### src/hw/rtl/ret_ram.sv
// generic single write port ram with registered read
`default_nettype none
module ret_ram #(
  parameter int unsigned WIDTH = 8,
  parameter int unsigned DEPTH = 16,
  localparam int unsigned AW = (DEPTH > 1) ? $clog2(DEPTH) : 1
) (
  input  wire logic             clk_i,
  input  wire logic             we_i,
  input  wire logic [AW-1:0]    waddr_i,
  input  wire logic [WIDTH-1:0] wdata_i,
  input  wire logic [AW-1:0]    raddr_i,
  output logic      [WIDTH-1:0] rdata_o
);

  logic [WIDTH-1:0] mem_q [DEPTH];

  always_ff @(posedge clk_i) begin
    if (we_i) begin
      mem_q[waddr_i] <= wdata_i;
    end
    rdata_o <= mem_q[raddr_i];
  end

endmodule
`default_nettype wire

### config.mk
export PLATFORM = sky130hd
export DESIGN_NAME = ret_ram
export DESIGN_NICKNAME = d
export VERILOG_FILES = /design/src/hw/rtl/ret_ram.sv
export SDC_FILE = /design/constraint.sdc
export NUM_CORES = 1
export LEC_CHECK = 0
export ABC_AREA = 1
export BUFFER_PORTS_ARGS = -buffer_cell sky130_fd_sc_hd__buf_2
export CAP_MARGIN = 20
export CELL_PAD_IN_SITES_DETAIL_PLACEMENT = 0
export CELL_PAD_IN_SITES_GLOBAL_PLACEMENT = 1
export CORE_UTILIZATION = 52
export CTS_CLUSTER_SIZE = 40
export DETAILED_ROUTE_END_ITERATION = 7
export GPL_TIMING_DRIVEN = 0
export MAX_ROUTING_LAYER = met4
export PLACE_DENSITY = 0.8
export SLEW_MARGIN = 10
export SYNTH_ARGS = -nofsm -noshare
export SYNTH_HDL_FRONTEND = slang
export SYNTH_SLANG_ARGS = --single-unit
export TNS_END_PERCENT = 10
### constraint.sdc
create_clock -name clk_i -period 3.3 [get_ports clk_i]
set_input_delay 0.495 -clock clk_i [delete_from_list [all_inputs] [get_ports clk_i]]
set_output_delay 0.495 -clock clk_i [all_outputs]
set_load 0.03 [all_outputs]
==> impl.org <==
** Timing
- Setup-failing EPs final :: 0
- Timing would allow up to 662 MHz.
- The max-slew violation count is 0.
- Final hold violation count :: 0
- Headroom to the max-slew limit :: 0.345
- Min Clock Period, post-route :: 1510 ps
- Summed over all failing endpoints, the final setup total negative slack is 0 ps.
- Setup repair after global routing left no endpoint under its margin.
- Hold is met by 392 ps.
- Dividing the final minimum period by the clock period gives 0.458.
- Worst clock skew :: 5.58 ps
- For the pin with the worst max-slew slack, the measured transition is 979 ps.

** Place
- At the end of routability-driven placement, the weighted congestion stood at 0.909.
- HPWL after detailed placement :: 8850 um
- Once placement completed, the tool counted placed cells totaling 713.
- Port buffering added 22 buffers.

** Worst setup path
- Of all nets on the critical path, the largest fanout is 1.
- For this run, the slowest stage of the critical path takes 300 ps.
- Arr. time, crit path :: 1020 ps
- Worst endpoint required time :: 2800 ps
- Kind of cell with the highest combined delay on the critical path :: flip-flops
- Cell at the slowest stage of the critical path :: dfxtp_1
- Critical-path cell list :: buf_2
- STA classifies the critical path startpoint as a register.
- WS Path Type :: register to output pin
- The worst setup path is captured at an output pin.
- Worst path bufs/invs :: 1

** Global route
- Initial antenna violation count :: 0
- Wire length of the first global-routing pass :: 20,500 um
- The number of global-route vias before repair came to 3,593.
- Entering global routing, the biggest net connects 17 pins.
- Global routing finished with a remaining overflow of 0.
- For this run, the total global-route usage over all layers was measured as 0.267.

** Power
- Pwr dens :: 618 nW/um^2
- In this run the power spent charging and discharging nets is 892 uW.
- Clk network pwr share :: 0.463
- For this design the static power due to leakage is 2.91 nW.
- Peak supply drop :: 380 uV
- Internal power comes to 3.22 mW.
- Of the total power, the share spent switching nets is 0.217.
- Of the total power, combinational logic draws 0.066.
- Reg power frac :: 0.471
- The design draws 4.12 mW.

** Floorplanning
- Initial cell density of the core :: 0.532
- After floorplanning, the core was sized to cover 10,800 um^2.
- Total Die Area :: 11,500 um^2
- The floorplan step set the die height to 107 um.
- Number of standard-cell rows in the floorplan :: 38
- Die Span X :: 107 um
- During I/O placement, the number of pins put on the boundary was 26.

** Layout
- Final core area utilization :: 0.614
- For this run, the post-layout net count is 611.
- Non-Filler Instances :: 746
- Leaving out fill and tap cells, the most frequent cells in the layout are nand2_1, edfxtp_1, inv_1, nand3_1, buf_2.
- The number of antenna diodes in the final layout is 0.
- Leaving out fill and tap cells, the most frequent cell in the layout is nand2_1.
- Of the cells placed in the final design, the portion with a size suffix greater than 1 is 0.125.
- P&R area growth vs syn :: 15.5%

** Detailed routing
- Vias per cell :: 5.08
- In the routed design, unresolved DRC markers number 0.
- Residual antenna-violating net count after detailed routing :: 0
- WL/cell :: 18.1 um
- Number of DRC markers after the initial detailed-route iteration :: 387
- Wires add up to 13,500 um.
- Detailed routing inserted a total of 3,790 vias.
- Total iterations of the first detailed-routing run :: 7

** Clock tree
- Post-CTS timing repair inserted 0 buffers for setup.
- Insertion delay to the later sink of the worst-skew pair :: 530 ps
- Clock tree from TritonCTS :: yes
- Hold buffers post-CTS :: 0
- CTS sink cnt :: 136
- Buffers inserted during clock tree synthesis total 17.
- Clock-pin slew was measured on the worst setup and hold paths at 60 ps.
- In this run the deepest clock path goes through 2 buffers.
- Root buf cell :: clkbuf_8
- Maximum level of the CTS H-tree :: 4
- CTS-repair resized insts :: 0

** Synth
- A synthesized cell averages 10.5 um^2.
- Post-synthesis sequential area ratio :: 0.694
- Largest cells by area after synthesis :: edfxtp_1, nand2_1, nand3_1
- Of the post-synthesis cell area, the dominant cell type holds 0.667.
- The synthesized design contains 136 register bits.
- Post-Synthesis Cells :: 551
- Post-synthesis instance area :: 5770 um^2
- Of all cell types, the one taking the most synthesized area is edfxtp_1.
- Number of distinct library cell variants in the gate-level netlist after synthesis :: 12
- When the netlist entered floorplanning its net count stood at 569.
- Yosys printed 0 warnings.

** Hold path
- Classification of the worst-slack hold path :: input port to register

** Status
- The flow ran to the end, and the final reports show no timing, DRC or antenna violations.

** Run
- Number of violations of the max-capacitance limit :: 0
## power groups by stage
stage	sequential [mW]	combinational, mW	clock (mW)
after global placement	1.97	0.263	0
after CTS	1.94	0.269	1.91
after global routing	1.94	0.295	1.98
final	1.94	0.270	1.91
after detailed placement	1.98	0.268	0
after floorplan	2.00	0.136	0
## cell families (layout without fill, tap and decap cells)
family	count (synthesis)	count (layout)	share of synthesized area
and+or+nand+nor	289	289	0.210
DFF	136	136	0.694
buffers and inverters	126	181	0.0952
## synth_stat cells
| master | instances |
|---|---|
| inv_2 | 2 |
| nand2_1 | 173 |
| inv_1 | 100 |
| buf_6 | 6 |
| nand3b_1 | 2 |
| buf_1 | 1 |
| buf_2 | 13 |
| nand3_1 | 97 |
| nor2_1 | 17 |
| buf_4 | 4 |
| edfxtp_1 | 128 |
| dfxtp_1 | 8 |
## metal layers
metal	part of all wire	GRT usage	routed length [um]	vias to the layer above
met5	0	-	0	-
li1	-	-	-	1862
met1	0.46	0.372	6180	1758
met4	0.023	0.111	317	0
met2	0.46	0.392	6190	150
met3	0.060	0.0478	816	20
## final cells by class
cell class,instances,area (um^2)
Fill cell,894,4180
Sequential cell,136,4000
Multi-Input combinational cell,289,1210
Clock buffer,18,418
Inverter,102,383
Clock inverter,14,180
Tap cell,140,175
Buffer,24,166
Timing Repair Buffer,23,121
## flip-flops by register name (all words and copies together), names as in the netlist
register  flops
rdata_o       8
mem_q       128
## per-stage QoR
| step | setup WS [ps] | area, um^2 |
|---|---|---|
| final | 1790 | 6660 |
| after global routing | 1690 | 6660 |
| after CTS | 1690 | 6650 |
| after detailed placement | 1140 | 6050 |
| after global placement | 1210 | 6050 |
| after floorplan | 1850 | 5770 |
## worst paths after layout
kind | start | end | slack [ps] | cells past startpoint
max reg2reg | mem_q[8][1]$_DFFE_PP_ | rdata_o[1]$_DFF_P_ | 2280 | 6
max | rdata_o[4]$_DFF_P_ | rdata_o[4] | 1790 | 1
min | wdata_i[2] | mem_q[7][2]$_DFFE_PP_ | 390 | 1
min reg2reg | mem_q[6][2]$_DFFE_PP_ | rdata_o[2]$_DFF_P_ | 700 | 6
Power figures use the tool's default switching activity.
