--- config.mk ---
export PLATFORM = sky130hd
export DESIGN_NAME = ret_key_cmp
export DESIGN_NICKNAME = d
export VERILOG_FILES = /design/src/hw/rtl/ret_pkg.sv /design/src/hw/rtl/ret_key_cmp.sv
export SDC_FILE = /design/constraint.sdc
export NUM_CORES = 1
export LEC_CHECK = 0
export BUFFER_PORTS_ARGS = -buffer_cell sky130_fd_sc_hd__buf_4
export CORE_AREA = 2 2 127 129
export DETAILED_ROUTE_END_ITERATION = 8
export DIE_AREA = 0 0 129 131
export GPL_TIMING_DRIVEN = 0
export SYNTH_ARGS = -nofsm -noshare
export SYNTH_HDL_FRONTEND = slang
export SYNTH_SLANG_ARGS = --single-unit
--- constraint.sdc ---
create_clock -name vclk -period 4
set_clock_uncertainty 0.2 [all_clocks]
set_input_delay 0.8 -clock vclk [all_inputs]
set_output_delay 0.8 -clock vclk [all_outputs]
set_load 0.01 [all_outputs]
--- src/hw/rtl/ret_pkg.sv ---
// shared types, constants and codes of the endpoint table
`default_nettype none
package ret_pkg;

  localparam int unsigned TABLE_ENTRIES = 64;
  localparam int unsigned IDX_W = (TABLE_ENTRIES > 1) ? $clog2(TABLE_ENTRIES) : 1;
  localparam int unsigned CNT_W = IDX_W + 1;
  localparam int unsigned REF_W = 32;

  typedef enum logic [0:0] {
    CMD_REF   = 1'b0,
    CMD_UNREF = 1'b1
  } cmd_e;

  typedef enum logic [1:0] {
    STATUS_OK     = 2'd0,
    STATUS_ABSENT = 2'd1,
    STATUS_FULL   = 2'd2
  } status_e;

  typedef struct packed {
    logic        is_v4;
    logic [31:0] table_index;
    logic [63:0] addr_hi;
    logic [63:0] addr_lo;
  } key_t;

  typedef struct packed {
    key_t             key;
    logic [REF_W-1:0] count;
  } entry_t;

  localparam int unsigned ENTRY_W = $bits(entry_t);

  // outcome of one slot probe
  typedef struct packed {
    logic hit;
    logic free;
  } cmp_res_t;

endpackage
`default_nettype wire

--- src/hw/rtl/ret_key_cmp.sv ---
// shared key comparator, probes one stored slot per cycle
`default_nettype none
module ret_key_cmp
  import ret_pkg::*;
(
  input  wire logic     probe_vld_i,
  input  wire logic     slot_valid_i,
  input  wire key_t     stored_i,
  input  wire key_t     probe_i,
  output cmp_res_t      res_o
);

  always_comb begin
    res_o.hit  = probe_vld_i && slot_valid_i && (stored_i == probe_i);
    res_o.free = probe_vld_i && !slot_valid_i;
  end

endmodule
`default_nettype wire

==> results.toml, run 1 <==
[synthesis]
syn_avg_cell_area_sq_um = 6.86
ys_seq_area_frac = 0
syn_inst = 293
syn_area_sq_um = 2010
yosysUniqueCellTypes = 30
syn_nets = 617
yosys_warnings = 0

[timing]
rsz0062_at_grt = "false"
setup_violations = 0
finalCriticalPeriod_ns = 3.85
max_freq_ghz = 0.260
relSlewSlack = 0.502
finalMaxSlewViolations = 0
tightest_slew_ns = 0.729
holdWs_ns = 1.68
finalSetupTns_ns = 0
fin_ws_ns = 0.151
hold_viol = 0
fin_crit_sh = 0.962

[worst_setup_path]
crit_top_cell = "buf_4"
cpPeakStageDelay_ns = 0.59
endpoint_kind = "output pin"
path_cells = "buf_4 > nor2b_1 > a2111o_1 > nor4_1 > nand4_1 > or4_4 > nor4_2 > buf_4"
cp_top_family = "simple AND/OR/NAND/NOR gates"
cp-start-kind = "primary input"
crit_path_max_fanout = 2
crit_type = "primary input to output pin"
arrival_ns = 2.85
cp.buffers_inverters = 2
required_ns = 3.00
slowest_stage = "or4_4"

[global_routing]
use_met2 = 0.278
grt_pass1_vias = 3368
use_met3 = 0.0187
gr-usage-met1 = 0.174
antenna_found_initial = 0
grt-ovfl-total = 0
grt_use_total = 0.143
grt_max_degree = 3
grt_pass1_wl_mm = 18.0
grt-busiest-layer = "met2"

[drt]
vias = 3370
via_per_inst = 4.03
dr.pass1.iters = 4
wirelength_mm = 13.5
wire_per_inst_um = 16.2
drc = 0
ant_nets = 0
drtIter0Drc = 85

[floorplan]
ios = 326
die_area_sq_um = 16900
rows = 46
core_sq_um = 15600
fp.dieW_um = 129
start_util = 0.129
die_h_um = 131

[run]
maxCapViolCount = 0

[finish]
final_nets = 946
flops_and_latches = 0
instances_no_fill = 836
drive_gt1_frac = 0.542
seqCellArea_sq_um = 0
nClkBuffers = 0
syn_to_final_growth_pct = 136
n_antenna_cell = 0

[pwr]
leakage_nw = 2.43
max-vdd-ir-drop_v = 0.0000363
power_density_nw_per_um2 = 96.3

[placement]
place_congestion = 0.824
port_buffers = 326
placed_cells = 836
preCtsSetupSlack_ns = -0.0796
hpwl_mm = 13.0

[hold_path]
hp-class = "primary input to output pin"

[run_status]
outcome = "complete, no violations"
through the flow:
stage / power [W] / util / cell area [sq um]
6_report: 0.000457 / 0.304 / 4740
4_1_cts: 0.000464 / 0.304 / 4740
3_5_place_dp: 0.000461 / 0.303 / 4730
5_1_grt: 0.000497 / 0.304 / 4740
2_1_floorplan: 0.000139 / - / 2010
3_3_place_gp: 0.000457 / 0.303 / 4730
cell type report:
cell class	count	area, sq um
Fill cell	1735	10900
Inverter	66	248
Multi-Input combinational cell	227	1770
Tap cell	216	270
Timing Repair Buffer	327	2450
routing by layer:
layer | part of all wire | vias up
met2 | 0.53 | 184
met4 | 0.0074 | 0
met5 | 0 | -
li1 | - | 1704
met3 | 0.074 | 6
met1 | 0.39 | 1476
worst paths after layout:
path | start | endpoint | slack (ns) | cells after the start
worst max-delay path | stored_i[20] | res_o[1] | 0.15 | 8
worst min-delay path | slot_valid_i | res_o[0] | 1.68 | 3
cell usage after synthesis (all sizes together), types with 3 or more instances:
| master | count | area, sq um |
|---|---|---|
| xor2 | 53 | 464 |
| xnor2 | 38 | 333 |
| a221oi | 7 | 61.3 |
| a22o | 5 | 43.8 |
| nor3 | 5 | 25.0 |
| inv | 65 | 244 |
| nand2b | 12 | 75.1 |
| o2bb2ai | 4 | 35.0 |
| nand4 | 17 | 121 |
| nor2 | 3 | 11.3 |
| o221ai | 4 | 35.0 |
| nor2b | 11 | 68.8 |
| a22oi | 7 | 52.6 |
| nor4 | 18 | 119 |
| o22ai | 22 | 138 |
| o2111ai | 6 | 52.6 |
| a2111oi | 5 | 43.8 |
report_power, final:
part / total [W] / leakage, nW / internal (W) / switching, W
clock: 0 / 0 / 0 / 0
combinational: 0.000457 / 2.43 / 0.000290 / 0.000167
sequential: 0 / 0 / 0 / 0
cells by family after synthesis:
kind of cell	after synthesis	synth area share
xor gates and xnor gates	91	0.397
buffers and inverters	66	0.123
and+or+nand+nor	72	0.230
AOI/OAI and AO/OA	64	0.250
tightest hold or removal path, delay by kind of cell:
family	cells	cell delay, ns
AND/OR/NAND/NOR	1	0.05
buffers and inverters	2	0.22
timing repair:
item	CTS	global route
buffers inserted	0	0
gates cloned	0	0
endpoints found under the setup margin	1	1
resized for setup	1	1
hold buffers	0	0
cell usage in the layout, fill, tap and decap left out, types with 3 or more instances in the layout:
cell type  instances
a22oi_1            7
nor3_1             5
nand2b_1          12
o2111ai_1          6
nor2b_1           11
inv_1             61
buf_4            326
a22o_1             5
a221oi_1           7
inv_2              4
xor2_1            53
a2111oi_0          5
xnor2_1           38
nand4_1           16
o221ai_1           4
nor2_1             3
o22ai_1           22
o2bb2ai_1          4
nor4_1            16
(Power assumes the default switching activity.)
==> inputs of run 2 (changes only) <==
--- a/config.mk
+++ b/config.mk
@@ -6,9 +6,9 @@
 export NUM_CORES = 1
 export LEC_CHECK = 0
 export BUFFER_PORTS_ARGS = -buffer_cell sky130_fd_sc_hd__buf_4
-export CORE_AREA = 2 2 127 129
+export CORE_AREA = 2 2 126 128
 export DETAILED_ROUTE_END_ITERATION = 8
-export DIE_AREA = 0 0 129 131
+export DIE_AREA = 0 0 128 130
 export GPL_TIMING_DRIVEN = 0
 export SYNTH_ARGS = -nofsm -noshare
 export SYNTH_HDL_FRONTEND = slang
==> constraint.sdc (replaced) <==
create_clock -name vclk -period 3.5
set_clock_uncertainty 0.2 [all_clocks]
set_input_delay 0.7 -clock vclk [all_inputs]
set_output_delay 0.7 -clock vclk [all_outputs]
set_load 0.01 [all_outputs]
==> run 2 against run 1 <==
The run now ends with setup timing left. Wire length is 2.2% lower. Core utilization is 0.88 points higher. Cell count is 2.8% lower. Flip-flop and latch count stayed put. Count of clock-buffer cells in the layout is the same. Highest routed layer unchanged.
==> results.toml, run 2 (synthesized netlist as in run 1, its figures left out) <==
[worst_setup_path]
slowest_stage = "or4_4"
required_ns = 2.60
path_cells = "buf_6 > nor2b_4 > a2111o_1 > nor4_2 > nand4_1 > or4_4 > nor4_4 > buf_4"
crit_path_max_fanout = 2
crit_type = "primary input to output pin"
cp.buffers_inverters = 2
cpPeakStageDelay_ns = 0.60
cp-start-kind = "primary input"
arrival_ns = 2.68
endpoint_kind = "output pin"
cp_top_family = "simple AND/OR/NAND/NOR gates"

[floorplan]
die_h_um = 130
core_sq_um = 15400
ios = 326
rows = 46
fp.dieW_um = 128
die_area_sq_um = 16600
start_util = 0.130

[pwr]
intPower_w = 0.000338
p_seq_frac = 0
max-vdd-ir-drop_v = 0.0000384
pwr-share-comb = 1.000
power_switching_w = 0.000199
leakage_nw = 2.48
power_w = 0.000537
power_density_nw_per_um2 = 111
clkPwrFrac = 0
power.share.switching = 0.371

[placement]
place_congestion = 0.832
hpwl_mm = 12.7
port_buffers = 326
placed_cells = 812

[finish]
instances_no_fill = 813
fillers = 1721
drive_gt1_frac = 0.560
n_antenna_cell = 0
multi_input_area_sq_um = 1860
syn_to_final_growth_pct = 140
layout_commonest_cell = "buf_4"
flops_and_latches = 0
seqCellArea_sq_um = 0
final_nets = 947
final_cell_mix = "buf_4 (325), inv_1 (61), xor2_1 (53), xnor2_1 (38), o22ai_1 (22)"
nClkBuffers = 0

[hold_path]
hold_path_depth = 3
holdPathEnd = "res_o[0]"
min_from = "slot_valid_i"
hp-class = "primary input to output pin"

[drt]
wire_per_inst_um = 16.2
via_per_inst = 4.18
wirelength_mm = 13.2
drc = 0
dr.pass1.iters = 4
drtIter0Drc = 75
vias = 3396
ant_nets = 0

[timing]
fin_crit_sh = 1.02
tightest_slew_ns = 0.539
relSlewSlack = 0.638
setup_violations = 1
finalMaxSlewViolations = 0
max_freq_ghz = 0.280
hold_viol = 0
fin_ws_ns = -0.0778
rsz0062_at_grt = "true"
finalCriticalPeriod_ns = 3.58

[global_routing]
grt_pass1_wl_mm = 17.9
grt_pass1_vias = 3328
grt_max_degree = 3
grt-ovfl-total = 0
grt_use_total = 0.142
antenna_found_initial = 0

[run_status]
violations = "setup timing"
outcome = "complete, but fails checks"

[cts]
ctsHoldBuffers = 0

[run]
maxCapViolCount = 0
run 2: tightest hold or removal path: cells and delay by family:
kind / cells / cell delay [ns]
buffers and inverters: 2 / 0.21
AND/OR/NAND/NOR: 1 / 0.03
run 2: power by group through the flow:
| stage | registers [W] | clock network [W] | logic [W] |
|---|---|---|---|
| 5_1_grt | 0 | 0 | 0.000584 |
| 3_5_place_dp | 0 | 0 | 0.000529 |
| 3_3_place_gp | 0 | 0 | 0.000524 |
| 2_1_floorplan | 0 | 0 | 0.000159 |
| 6_report | 0 | 0 | 0.000537 |
| 4_1_cts | 0 | 0 | 0.000540 |
run 2: timing repair:
action	CTS	global route
endpoints found under the setup margin	1	1
pin swaps	10	5
resized for setup	15	6
setup buffers	1	0
gates cloned	0	0
run 2: worst max path at each step:
stage / start / to / slack [ns] / cells past startpoint
CTS: probe_i[30] / res_o[1] / -0.11 / 8
global placement: stored_i[10] / res_o[1] / -0.79 / 8
global route: stored_i[20] / res_o[1] / -0.17 / 8
floorplan: stored_i[20] / res_o[1] / 0.18 / 6
finish: stored_i[20] / res_o[1] / -0.08 / 8
detailed placement: probe_i[89] / res_o[1] / -0.59 / 8
run 2: area by class of cell:
class	count	area share
Multi-Input combinational cell	227	0.386
Tap cell	192	0.0498
Inverter	66	0.0513
Timing Repair Buffer	328	0.512
run 2: routing by layer:
metal,global-route usage,up-vias,share of wire
met5,0,-,0
met4,0.0110,0,0.0082
met3,0.0180,8,0.071
met2,0.278,176,0.53
met1,0.173,1505,0.39
li1,-,1707,-
run 2: stage by stage:
| step | setup TNS, ns | util | worst slack (ns) | hold WS (ns) | instance area, sq um |
|---|---|---|---|---|---|
| finish | -0.0778 | 0.313 | -0.0778 | 1.45 | 4820 |
| global route | -0.167 | 0.313 | -0.167 | 1.46 | 4820 |
| CTS | -0.112 | 0.310 | -0.112 | 1.45 | 4780 |
| detailed placement | -0.585 | 0.305 | -0.585 | 1.45 | 4710 |
| global placement | -0.792 | 0.305 | -0.792 | 1.45 | 4700 |
| floorplan | 0 | - | 0.179 | 1.25 | 2010 |
==> inputs of run 3 (changes only) <==
--- a/config.mk
+++ b/config.mk
@@ -6,9 +6,9 @@
 export NUM_CORES = 1
 export LEC_CHECK = 0
 export BUFFER_PORTS_ARGS = -buffer_cell sky130_fd_sc_hd__buf_4
-export CORE_AREA = 2 2 126 128
+export CORE_AREA = 2 2 127 129
 export DETAILED_ROUTE_END_ITERATION = 8
-export DIE_AREA = 0 0 128 130
+export DIE_AREA = 0 0 129 131
 export GPL_TIMING_DRIVEN = 0
 export SYNTH_ARGS = -nofsm -noshare
 export SYNTH_HDL_FRONTEND = slang
==> constraint.sdc (replaced) <==
create_clock -name vclk -period 3.7
set_clock_uncertainty 0.2 [all_clocks]
set_input_delay 0.74 -clock vclk [all_inputs]
set_output_delay 0.74 -clock vclk [all_outputs]
set_load 0.01 [all_outputs]
==> run 3 against run 2 <==
First-iteration DRC count is 37% higher. Critical path depth is 1 lower. Highest routed layer unchanged. Count of clock-buffer cells in the layout did not move. The run now ends clean. Largest cell class unchanged. Wire length rose by 2.3%. Largest power group unchanged. Sequential share of layout area stayed put. Critical endpoint unchanged.
==> results.toml, run 3 (synthesized netlist as in run 1, its figures left out) <==
[run_status]
outcome = "complete, no violations"

[global_routing]
grt-ovfl-total = 0
grt_pass1_wl_mm = 18.0
antenna_found_initial = 0
grt_pass1_vias = 3368
grt_max_degree = 3
grt_use_total = 0.143

[worst_setup_path]
crit_type = "primary input to output pin"
required_ns = 2.76
crit_path_max_fanout = 2
worstSetupStartpoint = "stored_i[79]"
cp-start-kind = "primary input"
endpoint_kind = "output pin"
arrival_ns = 2.67

[floorplan]
start_util = 0.129
die_area_sq_um = 16900
core_sq_um = 15600
ios = 326
rows = 46
fp.dieW_um = 129
die_h_um = 131

[placement]
port_buffers = 326
place_congestion = 0.824
placed_cells = 836
hpwl_mm = 13.0

[pwr]
power_w = 0.000495
leakage_nw = 2.43
power_density_nw_per_um2 = 104
max-vdd-ir-drop_v = 0.0000393

[hold_path]
hp-class = "primary input to output pin"
holdPathEnd = "res_o[0]"
hold_path_depth = 3
min_from = "slot_valid_i"

[drt]
drtIter0Drc = 103
vias = 3359
drc = 0
via_per_inst = 4.02
ant_nets = 0
dr.pass1.iters = 4
wire_per_inst_um = 16.2
wirelength_mm = 13.5

[timing]
finalMaxSlewViolations = 0
tightest_slew_ns = 0.729
finalCriticalPeriod_ns = 3.61
hold_viol = 0
setup_violations = 0
relSlewSlack = 0.502
max_freq_ghz = 0.277
rsz0062_at_grt = "true"
fin_crit_sh = 0.976

[cts]
post_cts_buffers = 0
ctsHoldBuffers = 0

[finish]
drive_gt1_frac = 0.547
instances_no_fill = 836
multi_input_area_sq_um = 1790
layout_commonest_cell = "buf_4"
final_nets = 946
syn_to_final_growth_pct = 137
n_antenna_cell = 0
seqCellArea_sq_um = 0
flops_and_latches = 0
fillers = 1732
fin_util = 0.305
nClkBuffers = 0
final_cell_mix = "buf_4 (326), inv_1 (61), xor2_1 (53), xnor2_1 (38), o22ai_1 (22)"

[run]
maxCapViolCount = 0
-- run 3: cell count changes in the layout (fill, tap and decap cells not counted), sizes merged --
cell,delta
clkdlybuf4s18,-1
-- run 3: what timing repair did --
action                                  4_1_cts  5_1_grt
resized for setup                             3        2
pin swaps                                     6        3
endpoints found under the setup margin        1        1
-- run 3: layout make-up --
type / instances / area share
inverter: 66 / 0.0521
multi-input combinational: 227 / 0.376
tap: 216 / 0.0568
timing repair buffer: 327 / 0.515
-- run 3: per-stage QoR --
stage | instance area [sq um] | hold WS (ns) | setup slack (ns) | setup TNS [ns]
finish | 4760 | 1.56 | 0.0889 | 0
global route | 4760 | 1.59 | -0.0150 | -0.0150
CTS | 4750 | 1.57 | 0.0156 | 0
detailed placement | 4730 | 1.57 | -0.260 | -0.260
global placement | 4730 | 1.57 | -0.554 | -0.554
floorplan | 2010 | 1.33 | 0.299 | 0
-- run 3: power by group --
| part | leakage (nW) | switching, W | internal [W] |
|---|---|---|---|
| logic | 2.43 | 0.000181 | 0.000314 |
| registers | 0 | 0 | 0 |
| clock network | 0 | 0 | 0 |
-- run 3: routing by layer --
| metal | global-route usage | part of all wire | vias to the layer above |
|---|---|---|---|
| li1 | - | - | 1704 |
| met1 | 0.174 | 0.38 | 1467 |
| met2 | 0.278 | 0.53 | 182 |
| met3 | 0.0187 | 0.075 | 6 |
| met4 | 0.00959 | 0.0074 | 0 |
| met5 | 0 | 0 | - |
-- run 3: how the worst max path moves through the flow --
stage	to	slack, ns
floorplan	res_o[1]	0.30
global placement	res_o[1]	-0.55
detailed placement	res_o[1]	-0.26
CTS	res_o[1]	0.02
global route	res_o[1]	-0.01
finish	res_o[1]	0.09
-- run 3: critical path, cell delays in order --
cell and delay, ns:
buf_4 0.11, a22o_1 0.28, nor4_1 0.36, nand4_1 0.17, or4_4 0.57, nor4_2 0.27, buf_4 0.17
